[config.mk]
export PLATFORM = sky130hd
export DESIGN_NAME = curve_gain_interpolator_top
export DESIGN_NICKNAME = d
export VERILOG_FILES = /design/src/hw/rtl/cgi_pkg.sv /design/src/hw/rtl/cgi_ctrl.sv /design/src/hw/rtl/cgi_dp.sv /design/src/hw/rtl/curve_gain_interpolator_top.sv
export SDC_FILE = /design/constraint.sdc
export NUM_CORES = 1
export LEC_CHECK = 0
export BUFFER_PORTS_ARGS = -buffer_cell sky130_fd_sc_hd__buf_2
export CORE_MARGIN = 2
export CORE_UTILIZATION = 50
export DETAILED_ROUTE_END_ITERATION = 10
export GPL_TIMING_DRIVEN = 0
export PLACE_DENSITY = 0.75
export REMOVE_ABC_BUFFERS = 1
export SLEW_MARGIN = 20
export SYNTH_ARGS = -nofsm -noshare
export SYNTH_HDL_FRONTEND = slang
export SYNTH_HIERARCHICAL = 1
export SYNTH_SLANG_ARGS = --single-unit
[constraint.sdc]
create_clock -name clk -period 8 [get_ports clk]
set_clock_uncertainty 0.1 [all_clocks]
set_input_delay 0.4 -clock clk [delete_from_list [all_inputs] [get_ports clk]]
set_output_delay 0.4 -clock clk [all_outputs]
set_load 0.05 [all_outputs]
[src/hw/rtl/cgi_pkg.sv]
// cgi_pkg: shared widths, breakpoint tables and controller interface types
// for the curve gain interpolator. No dependencies; used by every rtl file.
package cgi_pkg;

  // fixed-point formats
  localparam int FREQ_FRAC_BITS = 4;
  localparam int GAIN_FRAC_BITS = 8;

  // field widths
  localparam int FREQ_W  = 20;
  localparam int GAIN_W  = 13;
  localparam int SEL_W   = 3;
  localparam int IN_TDATA_W  = 24;
  localparam int OUT_TDATA_W = 16;

  // table geometry
  localparam int NUM_CURVES = 6;
  localparam int MAX_POINTS = 9;
  localparam int IDX_W      = 4;
  localparam int HZ_W       = 15;
  localparam int DB_W       = 5;

  // datapath widths
  localparam int GS_W  = 16;                 // scaled gain, signed
  localparam int DEN_W = FREQ_W;             // interval width and offset
  localparam int MAG_W = 13;                 // magnitude of gain step
  localparam int Q_W   = MAG_W;              // quotient never exceeds the step
  localparam int PROD_W = MAG_W + DEN_W;     // step times offset
  localparam int N_W   = PROD_W + 2;         // numerator magnitude
  localparam int D2_W  = DEN_W + 1;          // doubled interval width
  localparam int REM_W = D2_W;
  localparam int CNT_W = $clog2(Q_W);

  localparam int OUT_MIN = -4096;
  localparam int OUT_MAX = 4095;

  typedef logic [HZ_W-1:0]        hz_t;
  typedef logic signed [DB_W-1:0] db_t;

  localparam hz_t HZ_ROM [NUM_CURVES][MAX_POINTS] = '{
    '{15'd20, 15'd20000, 15'd0, 15'd0, 15'd0, 15'd0, 15'd0, 15'd0, 15'd0},
    '{15'd0, 15'd0, 15'd0, 15'd0, 15'd0, 15'd0, 15'd0, 15'd0, 15'd0},
    '{15'd20, 15'd60, 15'd150, 15'd400, 15'd1000, 15'd3000, 15'd6000,
      15'd10000, 15'd20000},
    '{15'd20, 15'd200, 15'd1000, 15'd4000, 15'd10000, 15'd20000, 15'd0,
      15'd0, 15'd0},
    '{15'd20, 15'd200, 15'd1000, 15'd4000, 15'd10000, 15'd20000, 15'd0,
      15'd0, 15'd0},
    '{15'd20, 15'd100, 15'd500, 15'd2000, 15'd6000, 15'd20000, 15'd0,
      15'd0, 15'd0}
  };

  localparam db_t DB_ROM [NUM_CURVES][MAX_POINTS] = '{
    '{5'sd0, 5'sd0, 5'sd0, 5'sd0, 5'sd0, 5'sd0, 5'sd0, 5'sd0, 5'sd0},
    '{5'sd0, 5'sd0, 5'sd0, 5'sd0, 5'sd0, 5'sd0, 5'sd0, 5'sd0, 5'sd0},
    '{5'sd6, 5'sd4, 5'sd1, -5'sd1, 5'sd0, 5'sd2, 5'sd1, -5'sd1, -5'sd3},
    '{5'sd4, 5'sd2, 5'sd0, -5'sd2, -5'sd4, -5'sd6, 5'sd0, 5'sd0, 5'sd0},
    '{-5'sd2, 5'sd0, 5'sd0, 5'sd1, 5'sd0, -5'sd2, 5'sd0, 5'sd0, 5'sd0},
    '{5'sd8, 5'sd4, 5'sd0, 5'sd0, 5'sd3, 5'sd5, 5'sd0, 5'sd0, 5'sd0}
  };

  localparam logic [IDX_W-1:0] COUNT_ROM [NUM_CURVES] = '{
    4'd2, 4'd0, 4'd9, 4'd6, 4'd6, 4'd6
  };

  // breakpoint frequency scaled to the query format
  function automatic logic [FREQ_W-1:0] bp_freq(input logic [SEL_W-1:0] sel,
                                                input logic [IDX_W-1:0] idx);
    logic [FREQ_W-1:0] f;
    f = FREQ_W'(HZ_ROM[sel][idx]) << FREQ_FRAC_BITS;
    return f;
  endfunction

  // breakpoint gain scaled to the result format
  function automatic logic signed [GS_W-1:0] bp_gain(input logic [SEL_W-1:0] sel,
                                                     input logic [IDX_W-1:0] idx);
    logic signed [GS_W-1:0] g;
    g = GS_W'(DB_ROM[sel][idx]) <<< GAIN_FRAC_BITS;
    return g;
  endfunction

  // commands from controller to datapath
  typedef struct packed {
    logic load;
    logic check;
    logic step;
    logic mult;
    logic numer;
    logic div;
    logic fin;
  } cgi_cmd_t;

  // status from datapath to controller
  typedef struct packed {
    logic early;
    logic search_done;
    logic out_free;
  } cgi_status_t;

endpackage

[src/hw/rtl/cgi_ctrl.sv]
// cgi_ctrl: sequencer for one query: endpoint check, binary search,
// multiply, numerator setup, serial division, result hand-off. Uses cgi_pkg.
module cgi_ctrl (
  input  logic                 clk,
  input  logic                 rst,
  input  logic                 in_valid,
  output logic                 in_ready,
  input  cgi_pkg::cgi_status_t status,
  output cgi_pkg::cgi_cmd_t    cmd
);
  import cgi_pkg::*;

  typedef enum logic [6:0] {
    ST_IDLE   = 7'b0000001,
    ST_CHECK  = 7'b0000010,
    ST_SEARCH = 7'b0000100,
    ST_MULT   = 7'b0001000,
    ST_NUMER  = 7'b0010000,
    ST_DIV    = 7'b0100000,
    ST_FIN    = 7'b1000000
  } state_t;

  state_t             state, state_next;
  logic [CNT_W-1:0]   cnt, cnt_next;

  assign in_ready = (state == ST_IDLE);

  // next state and commands
  always_comb begin
    state_next = state;
    cnt_next   = cnt;
    cmd        = '0;
    unique case (state)
      ST_IDLE: begin
        if (in_valid) begin
          cmd.load   = 1'b1;
          state_next = ST_CHECK;
        end
      end
      ST_CHECK: begin
        cmd.check  = 1'b1;
        state_next = status.early ? ST_FIN : ST_SEARCH;
      end
      ST_SEARCH: begin
        if (status.search_done) begin
          state_next = ST_MULT;
        end else begin
          cmd.step = 1'b1;
        end
      end
      ST_MULT: begin
        cmd.mult   = 1'b1;
        state_next = ST_NUMER;
      end
      ST_NUMER: begin
        cmd.numer  = 1'b1;
        cnt_next   = CNT_W'(Q_W - 1);
        state_next = ST_DIV;
      end
      ST_DIV: begin
        cmd.div = 1'b1;
        if (cnt == '0) begin
          state_next = ST_FIN;
        end else begin
          cnt_next = cnt - 1'b1;
        end
      end
      ST_FIN: begin
        if (status.out_free) begin
          cmd.fin    = 1'b1;
          state_next = ST_IDLE;
        end
      end
      default: state_next = ST_IDLE;
    endcase
  end

  // state register
  always_ff @(posedge clk) begin
    if (rst) begin
      state <= ST_IDLE;
      cnt   <= '0;
    end else begin
      state <= state_next;
      cnt   <= cnt_next;
    end
  end

endmodule

[src/hw/rtl/cgi_dp.sv]
// cgi_dp: curve select register, breakpoint search, multiplier, restoring
// divider and output register. Uses cgi_pkg tables; driven by cgi_ctrl.
module cgi_dp (
  input  logic                         clk,
  input  logic                         rst,
  input  logic                         cfg_we,
  input  logic [cgi_pkg::SEL_W-1:0]    cfg_sel,
  input  logic [cgi_pkg::FREQ_W-1:0]   in_freq,
  input  cgi_pkg::cgi_cmd_t            cmd,
  output cgi_pkg::cgi_status_t         status,
  output logic                         out_valid,
  input  logic                         out_ready,
  output logic [cgi_pkg::GAIN_W-1:0]   out_gain
);
  import cgi_pkg::*;

  logic [SEL_W-1:0]       curve_select;
  logic [SEL_W-1:0]       sel;
  logic [FREQ_W-1:0]      freq;
  logic [IDX_W-1:0]       lo, hi;
  logic                   early;
  logic signed [GS_W-1:0] early_gain;
  logic signed [GS_W-1:0] g0;
  logic [PROD_W-1:0]      prod;
  logic [DEN_W-1:0]       den;
  logic                   dg_neg;
  logic                   neg;
  logic [REM_W-1:0]       rem;
  logic [Q_W-1:0]         quo;

  // configuration register
  always_ff @(posedge clk) begin
    if (rst) begin
      curve_select <= '0;
    end else if (cfg_we) begin
      curve_select <= cfg_sel;
    end
  end

  // endpoint checks on the captured query
  logic [IDX_W-1:0]       count, last;
  logic                   chk_early;
  logic signed [GS_W-1:0] chk_gain;

  always_comb begin
    count     = COUNT_ROM[sel];
    last      = count - 1'b1;
    chk_early = 1'b1;
    chk_gain  = '0;
    priority if (count == '0) begin
      chk_gain = '0;
    end else if (freq <= bp_freq(sel, '0)) begin
      chk_gain = bp_gain(sel, '0);
    end else if (freq >= bp_freq(sel, last)) begin
      chk_gain = bp_gain(sel, last);
    end else begin
      chk_early = 1'b0;
    end
  end

  // search step
  logic [IDX_W:0]   mid_sum;
  logic [IDX_W-1:0] mid;
  assign mid_sum = {1'b0, lo} + {1'b0, hi};
  assign mid     = mid_sum[IDX_W:1];

  // interval terms
  logic [FREQ_W-1:0]      f0, f1;
  logic signed [GS_W-1:0] gl, gh, dg;
  logic [MAG_W-1:0]       mag;
  logic [DEN_W-1:0]       den_w, off_w;
  assign f0    = bp_freq(sel, lo);
  assign f1    = bp_freq(sel, hi);
  assign gl    = bp_gain(sel, lo);
  assign gh    = bp_gain(sel, hi);
  assign dg    = gh - gl;
  assign mag   = dg[GS_W-1] ? MAG_W'(-dg) : MAG_W'(dg);
  assign den_w = f1 - f0;
  assign off_w = freq - f0;

  // signed numerator 2*dg*d + den as magnitude and sign
  logic [N_W-1:0] pterm, dterm, nmag;
  logic           nneg;
  always_comb begin
    pterm = {1'b0, prod, 1'b0};
    dterm = N_W'(den);
    nneg  = 1'b0;
    priority if (!dg_neg) begin
      nmag = pterm + dterm;
    end else if (pterm <= dterm) begin
      nmag = dterm - pterm;
    end else begin
      nmag = pterm - dterm;
      nneg = 1'b1;
    end
  end

  // one restoring division step
  logic [D2_W-1:0]  d2;
  logic [REM_W:0]   trial;
  logic             qbit;
  logic [REM_W-1:0] rem_step;
  assign d2    = {den, 1'b0};
  assign trial = {rem, quo[Q_W-1]};
  assign qbit  = (trial >= {1'b0, d2});
  assign rem_step = qbit ? REM_W'(trial - {1'b0, d2}) : trial[REM_W-1:0];

  // final rounding fix-up and saturation
  logic [Q_W:0]           qmag;
  logic signed [GS_W:0]   sum;
  logic signed [GS_W:0]   res_wide;
  logic [GAIN_W-1:0]      res;
  always_comb begin
    qmag = {1'b0, quo} + {{Q_W{1'b0}}, (neg && rem != '0)};
    if (neg) begin
      sum = {g0[GS_W-1], g0} - (GS_W+1)'(qmag);
    end else begin
      sum = {g0[GS_W-1], g0} + (GS_W+1)'(qmag);
    end
    res_wide = early ? {early_gain[GS_W-1], early_gain} : sum;
    priority if (res_wide < (GS_W+1)'(OUT_MIN)) begin
      res = GAIN_W'(OUT_MIN);
    end else if (res_wide > (GS_W+1)'(OUT_MAX)) begin
      res = GAIN_W'(OUT_MAX);
    end else begin
      res = res_wide[GAIN_W-1:0];
    end
  end

  // working registers
  always_ff @(posedge clk) begin
    if (cmd.load) begin
      freq  <= in_freq;
      sel   <= (curve_select >= SEL_W'(NUM_CURVES)) ? '0 : curve_select;
      early <= 1'b0;
    end
    if (cmd.check) begin
      early      <= chk_early;
      early_gain <= chk_gain;
      lo         <= '0;
      hi         <= last;
    end
    if (cmd.step) begin
      if (bp_freq(sel, mid) <= freq) begin
        lo <= mid;
      end else begin
        hi <= mid;
      end
    end
    if (cmd.mult) begin
      prod   <= PROD_W'(mag) * PROD_W'(off_w);
      den    <= den_w;
      dg_neg <= dg[GS_W-1];
      g0     <= gl;
      // zero-width interval keeps the lower gain
      if (den_w == '0) begin
        early      <= 1'b1;
        early_gain <= gl;
      end
    end
    if (cmd.numer) begin
      neg <= nneg;
      rem <= REM_W'(nmag >> Q_W);
      quo <= nmag[Q_W-1:0];
    end
    if (cmd.div) begin
      rem <= rem_step;
      quo <= {quo[Q_W-2:0], qbit};
    end
  end

  // output word register
  always_ff @(posedge clk) begin
    if (rst) begin
      out_valid <= 1'b0;
    end else if (cmd.fin) begin
      out_valid <= 1'b1;
    end else if (out_ready) begin
      out_valid <= 1'b0;
    end
  end

  always_ff @(posedge clk) begin
    if (cmd.fin) begin
      out_gain <= res;
    end
  end

  assign status.early       = chk_early;
  assign status.search_done = ({1'b0, lo} + 1'b1) >= {1'b0, hi};
  assign status.out_free    = !out_valid || out_ready;

endmodule

[src/hw/rtl/curve_gain_interpolator_top.sv]
// curve_gain_interpolator_top: stream wrapper joining cgi_ctrl and cgi_dp.
// Depends on cgi_pkg, cgi_ctrl and cgi_dp.
//
//  channel   direction  handshake                 payload
//  s_axis    in         s_axis_tvalid/tready      frequency (20 b, unsigned)
//  m_axis    out        m_axis_tvalid/tready      gain_db (13 b, signed)
//  cfg       in         cfg_valid/cfg_ready       curve_select (3 b)
//
// a query that hits an endpoint finishes after the check and the final state;
// others spend a search of up to 3 steps plus one done state, a multiply, a
// numerator setup and 13 divider steps in the one-bit-per-cycle restoring
// divider; the next word can be taken at the earliest in the cycle in which
// the result appears on m_axis.
// rst is synchronous; it clears the sequencer, the output valid flag and curve_select.
// a new word is taken as soon as the sequencer is idle, even while the last
// result still waits on m_axis; the sequencer stalls in its final state only
// if that result has not been taken.
module curve_gain_interpolator_top (
  input  logic        clk,
  input  logic        rst,
  input  logic        s_axis_tvalid,
  output logic        s_axis_tready,
  input  logic [23:0] s_axis_tdata,   // [19:0] frequency
  output logic        m_axis_tvalid,
  input  logic        m_axis_tready,
  output logic [15:0] m_axis_tdata,   // [12:0] gain_db
  input  logic        cfg_valid,
  output logic        cfg_ready,
  input  logic [2:0]  cfg_data
);
  import cgi_pkg::*;

  cgi_cmd_t          cmd;
  cgi_status_t       status;
  logic [GAIN_W-1:0] gain;

  assign cfg_ready = 1'b1;

  cgi_ctrl u_ctrl (
    .clk      (clk),
    .rst      (rst),
    .in_valid (s_axis_tvalid),
    .in_ready (s_axis_tready),
    .status   (status),
    .cmd      (cmd)
  );

  cgi_dp u_dp (
    .clk       (clk),
    .rst       (rst),
    .cfg_we    (cfg_valid),
    .cfg_sel   (cfg_data),
    .in_freq   (s_axis_tdata[FREQ_W-1:0]),
    .cmd       (cmd),
    .status    (status),
    .out_valid (m_axis_tvalid),
    .out_ready (m_axis_tready),
    .out_gain  (gain)
  );

  // pad result word to whole bytes
  assign m_axis_tdata = {{(OUT_TDATA_W-GAIN_W){1'b0}}, gain};

endmodule
==> results <==
- The number of pins with negative max-slew slack in the final report is 0.
- Buffers placed on the I/O ports in this run total 42.
- The TritonCTS clock tree is built.
- At the pin with the least slew margin, the transition time is 1066 ps.
- The starting DRC count in detailed routing is 1789.
- The checks that failed: setup timing.
- After technology mapping, the gate count stands at 2336.
- For hold timing, the worst endpoint is u_dp/freq[19].
- The area added between synthesis and finish is 15.17%.
- The die is 198.3 um wide.
- The post-detailed-route DRC marker count is 0.
- For this run the aggregate overflow at the end of global routing stands at 0.
- The startpoint identified for the worst register-to-register timing path is u_dp/sel[1].
- The final net count is 2695.
- Setup violations remaining at the end of the flow were counted as 4.
- Measured along the y axis, the die boundary spans 198.3 um.
- STA classifies the critical path startpoint as a flip-flop.
- The maximum operating frequency is 122.6 MHz.
- In this run the number of H-tree levels came out at 4.
- After layout, the worst path uses 102.0% of the clock period.
- The congestion estimate from routability-driven global placement came to 0.9532.
- The critical path starts at u_dp/sel[1].
- The type of element capturing the critical path is a flip-flop.
- The via count of the first global-routing pass was 16.62k.
- Yosys mapped the design onto 95 distinct sky130hd cell types.
- The sink count of the clock tree is 157.
- Measured in cells, the most critical reg-to-reg path has a length of 34.
- Buffers inserted during clock tree synthesis total 17.
- The clock passes through at most 2 buffers.
- The first-pass GRT wire length is 85410 um.
- The largest net degree at the start of global routing is 39.
- The buffer type at the clock tree root is sky130_fd_sc_hd__clkbuf_16.
- The number of antenna violations at the first check in global routing is 0.
- At the later pin of the worst-skew pair, clock insertion delay measures 450 ps.
- The cell row count is 71.
- The count of yosys warnings during synthesis is 6.
- The total global routing track utilization is 27.24%.
- Once the floorplan was initialized, standard cells occupied 50.49% of the core.
- The number of failing hold endpoints at the final stage came to 0.
- The die covers 39340 um^2.
- After detailed routing, the average wire length per cell comes to 19.10 um.
- The critical path data required time is 8150 ps.
- Once detail routing completed, the nets flagged for antenna violations numbered 0.
- The tightest min-delay check is of the in -> reg type.
- The via count is 17.75k.
- Of all flip-flops after synthesis, the portion carrying an async set or reset was 0%.
- Setup repair after global routing could not meet its margin everywhere.
- In this run, post-CTS hold repair placed 0 buffers.
- The critical path arrival is 8310 ps.
- The register bit count reported by yosys is 157.
- The startpoint of the most critical hold path is s_axis_tdata[19].
- The number of max-capacitance violations reported is 0.
- The standard cell with the maximum stage delay on the critical path is sky130_fd_sc_hd__fa_1.
- The mean instance size in the synthesized netlist is 8.084 um^2.
- The fill cell instance count of the final layout is 3245.
- The end of the worst register-to-register path is u_dp/prod[32].
- The worst register-to-register path has a setup slack of -160 ps.
- The number of placed I/O pins is 51.
- The HPWL after detailed placement is 40590 um.
- Dividing the detail-routed via count by the number of cells gives 6.135.
- The worst pin sits at a relative slew slack of 28.42%.
- The run finished, with violations left.
- The layout cell share with drive strength beyond 1 is 14.82%.
- The first TritonRoute pass finished after 6 iterations.
- The floorplan step defined a core boundary enclosing 37400 um^2.
- The synthesized netlist occupies a cell area of 18880 um^2.
- After layout, the minimum clock period comes to 8160 ps.
- Clock-pin slew was measured on the worst setup and hold paths at 70 ps.
- The number of enable-type register cells in the synthesized netlist is 117.
- The maximum single-stage delay on the critical path is 550 ps.
- 0 antenna diodes ended up in the layout.
- The setup path with the least slack is of type reg -> reg.
- The maximum fanout count along the critical path is 7.
- The routed design has 55260 um of wire.
- The instance count along the most critical hold path is 1.
- Across all setup checks in the final design, the least slack found is -159.7 ps.
- For this run, the share of the core covered by cells in the final layout is 58.15%.
- The fraction of the yosys area taken by sequential cells is 22.85%.
- The predominant post-synthesis flop cell is sky130_fd_sc_hd__edfxtp_1.
-- kinds of logic (layout without fill, tap and decap cells) --
| kind of cell | after synthesis | in the layout | share of synthesized area (%) |
|---|---|---|---|
| xor+xnor | 103 | 103 | 4.850 |
| simple gates | 782 | 782 | 20.17 |
| other cells | 3 | 5 | 0.05963 |
| flops | 157 | 157 | 22.85 |
| fa+ha+maj | 294 | 294 | 21.86 |
| compound gates | 620 | 620 | 21.02 |
| buf+inv | 336 | 380 | 6.910 |
| mux | 41 | 41 | 2.273 |
-- registers in the layout, indices dropped and copies added (netlist names), 3 cells and up --
signal / cells
u_dp/rem: 21
u_dp/lo: 4
u_dp/g0: 5
u_dp/freq: 20
u_dp/early_gain: 16
u_dp/curve_select: 3
u_dp/quo: 13
u_dp/out_gain: 13
u_dp/hi: 4
u_dp/den: 15
u_dp/prod: 25
u_ctrl/state: 7
u_dp/sel: 3
u_ctrl/cnt: 4
-- critical path, delay by kind of cell (launching register included) --
kind	cells	cell delay [ps]
compound gates	10	2280
simple gates	8	980
flops	1	510
fa+ha+maj	7	2800
xor+xnor	2	510
buf+inv	7	750
-- synthesized netlist by cell type, drive strengths merged, types with 16 or more instances --
cell type	number	area share, %
dfxtp	40	4.2
edfxtp	117	19
nor2	274	5.5
a21o	38	1.5
o21a	24	0.95
o21bai	22	0.87
a21oi	176	4.7
fa	60	6.4
xor2	32	1.5
or3	18	0.60
nor4	22	0.97
nand4	16	0.53
nand3	48	1.3
nand2	178	3.5
a31oi	27	0.89
inv	226	4.5
ha	234	16
nor2b	39	1.3
mux2i	29	1.5
o21ai	142	3.8
a21boi	16	0.64
nand2b	22	0.73
buf	18	0.59
xnor2	70	3.2
a211oi	24	0.95
o211ai	27	1.1
nor3	58	1.6
clkbuf	87	1.7
and3	30	0.99
-- what timing repair did --
| action | CTS | global route |
|---|---|---|
| setup buffers | 39 | 25 |
| endpoints found under the setup margin | 21 | 7 |
| gates resized for setup | 97 | 109 |
| gates cloned | 0 | 1 |
| pin swaps | 30 | 67 |
-- metal layers --
metal,vias to the layer above,global-route usage (%),routed length [um]
met4,0,8.577,1588
met1,8464,36.67,23720
met2,794,44.81,26010
met3,115,4.326,3948
li1,8376,-,-
met5,-,0,0
-- through the flow --
step                cell area (um^2)  setup TNS (ps)  instances  worst slack, ps  hold slack [ps]
global route                   21750           -1664       2893           -427.5            14.99
finish                         21750          -443.8       2893           -159.7            29.96
CTS                            20860               0       2867            6.480            11.93
detailed placement             19490          -37150       2796            -2672            349.0
global placement               19300          -87920       2786            -4563            346.8
floorplan                      18450          -22640       2233            -1757            332.2
-- placed cells by master, fill, tap and decap left out, drive strengths merged, types with 12 or more instances in the layout --
master,n
a211oi,24
a21boi,16
a21o,38
a21oi,176
a31oi,27
and2,14
and3,30
buf,116
clkbuf,19
dfxtp,40
edfxtp,117
fa,60
ha,234
inv,233
mux2,12
mux2i,29
nand2,178
nand2b,22
nand3,48
nand4,16
nor2,274
nor2b,39
nor3,58
nor4,22
o211ai,27
o21a,24
o21ai,142
o21bai,22
or2,14
or3,18
xnor2,70
xor2,32
-- final cells by class --
cell class | count | area, um^2 | area share (%)
Multi-Input combinational cell | 1845 | 14370 | 66.09
Sequential cell | 157 | 4323 | 19.88
Inverter | 231 | 904.6 | 4.159
Timing Repair Buffer | 117 | 879.6 | 4.044
Tap cell | 511 | 639.4 | 2.940
Clock buffer | 18 | 432.9 | 1.991
Clock inverter | 14 | 195.2 | 0.8975
-- worst max path at each step --
stage | cells after the start | slack, ps | endpoint
after floorplan | 34 | -1760 | u_dp/prod[31]
after global placement | 34 | -4560 | u_dp/prod[31]
after detailed placement | 36 | -2670 | u_dp/prod[31]
after CTS | 35 | 6 | u_dp/prod[32]
after global routing | 36 | -430 | u_dp/prod[31]
final | 34 | -160 | u_dp/prod[32]
Power is left out: the tool's default activity adds up to more than one toggle a clock period on the data nets, which glitch-free logic cannot reach.
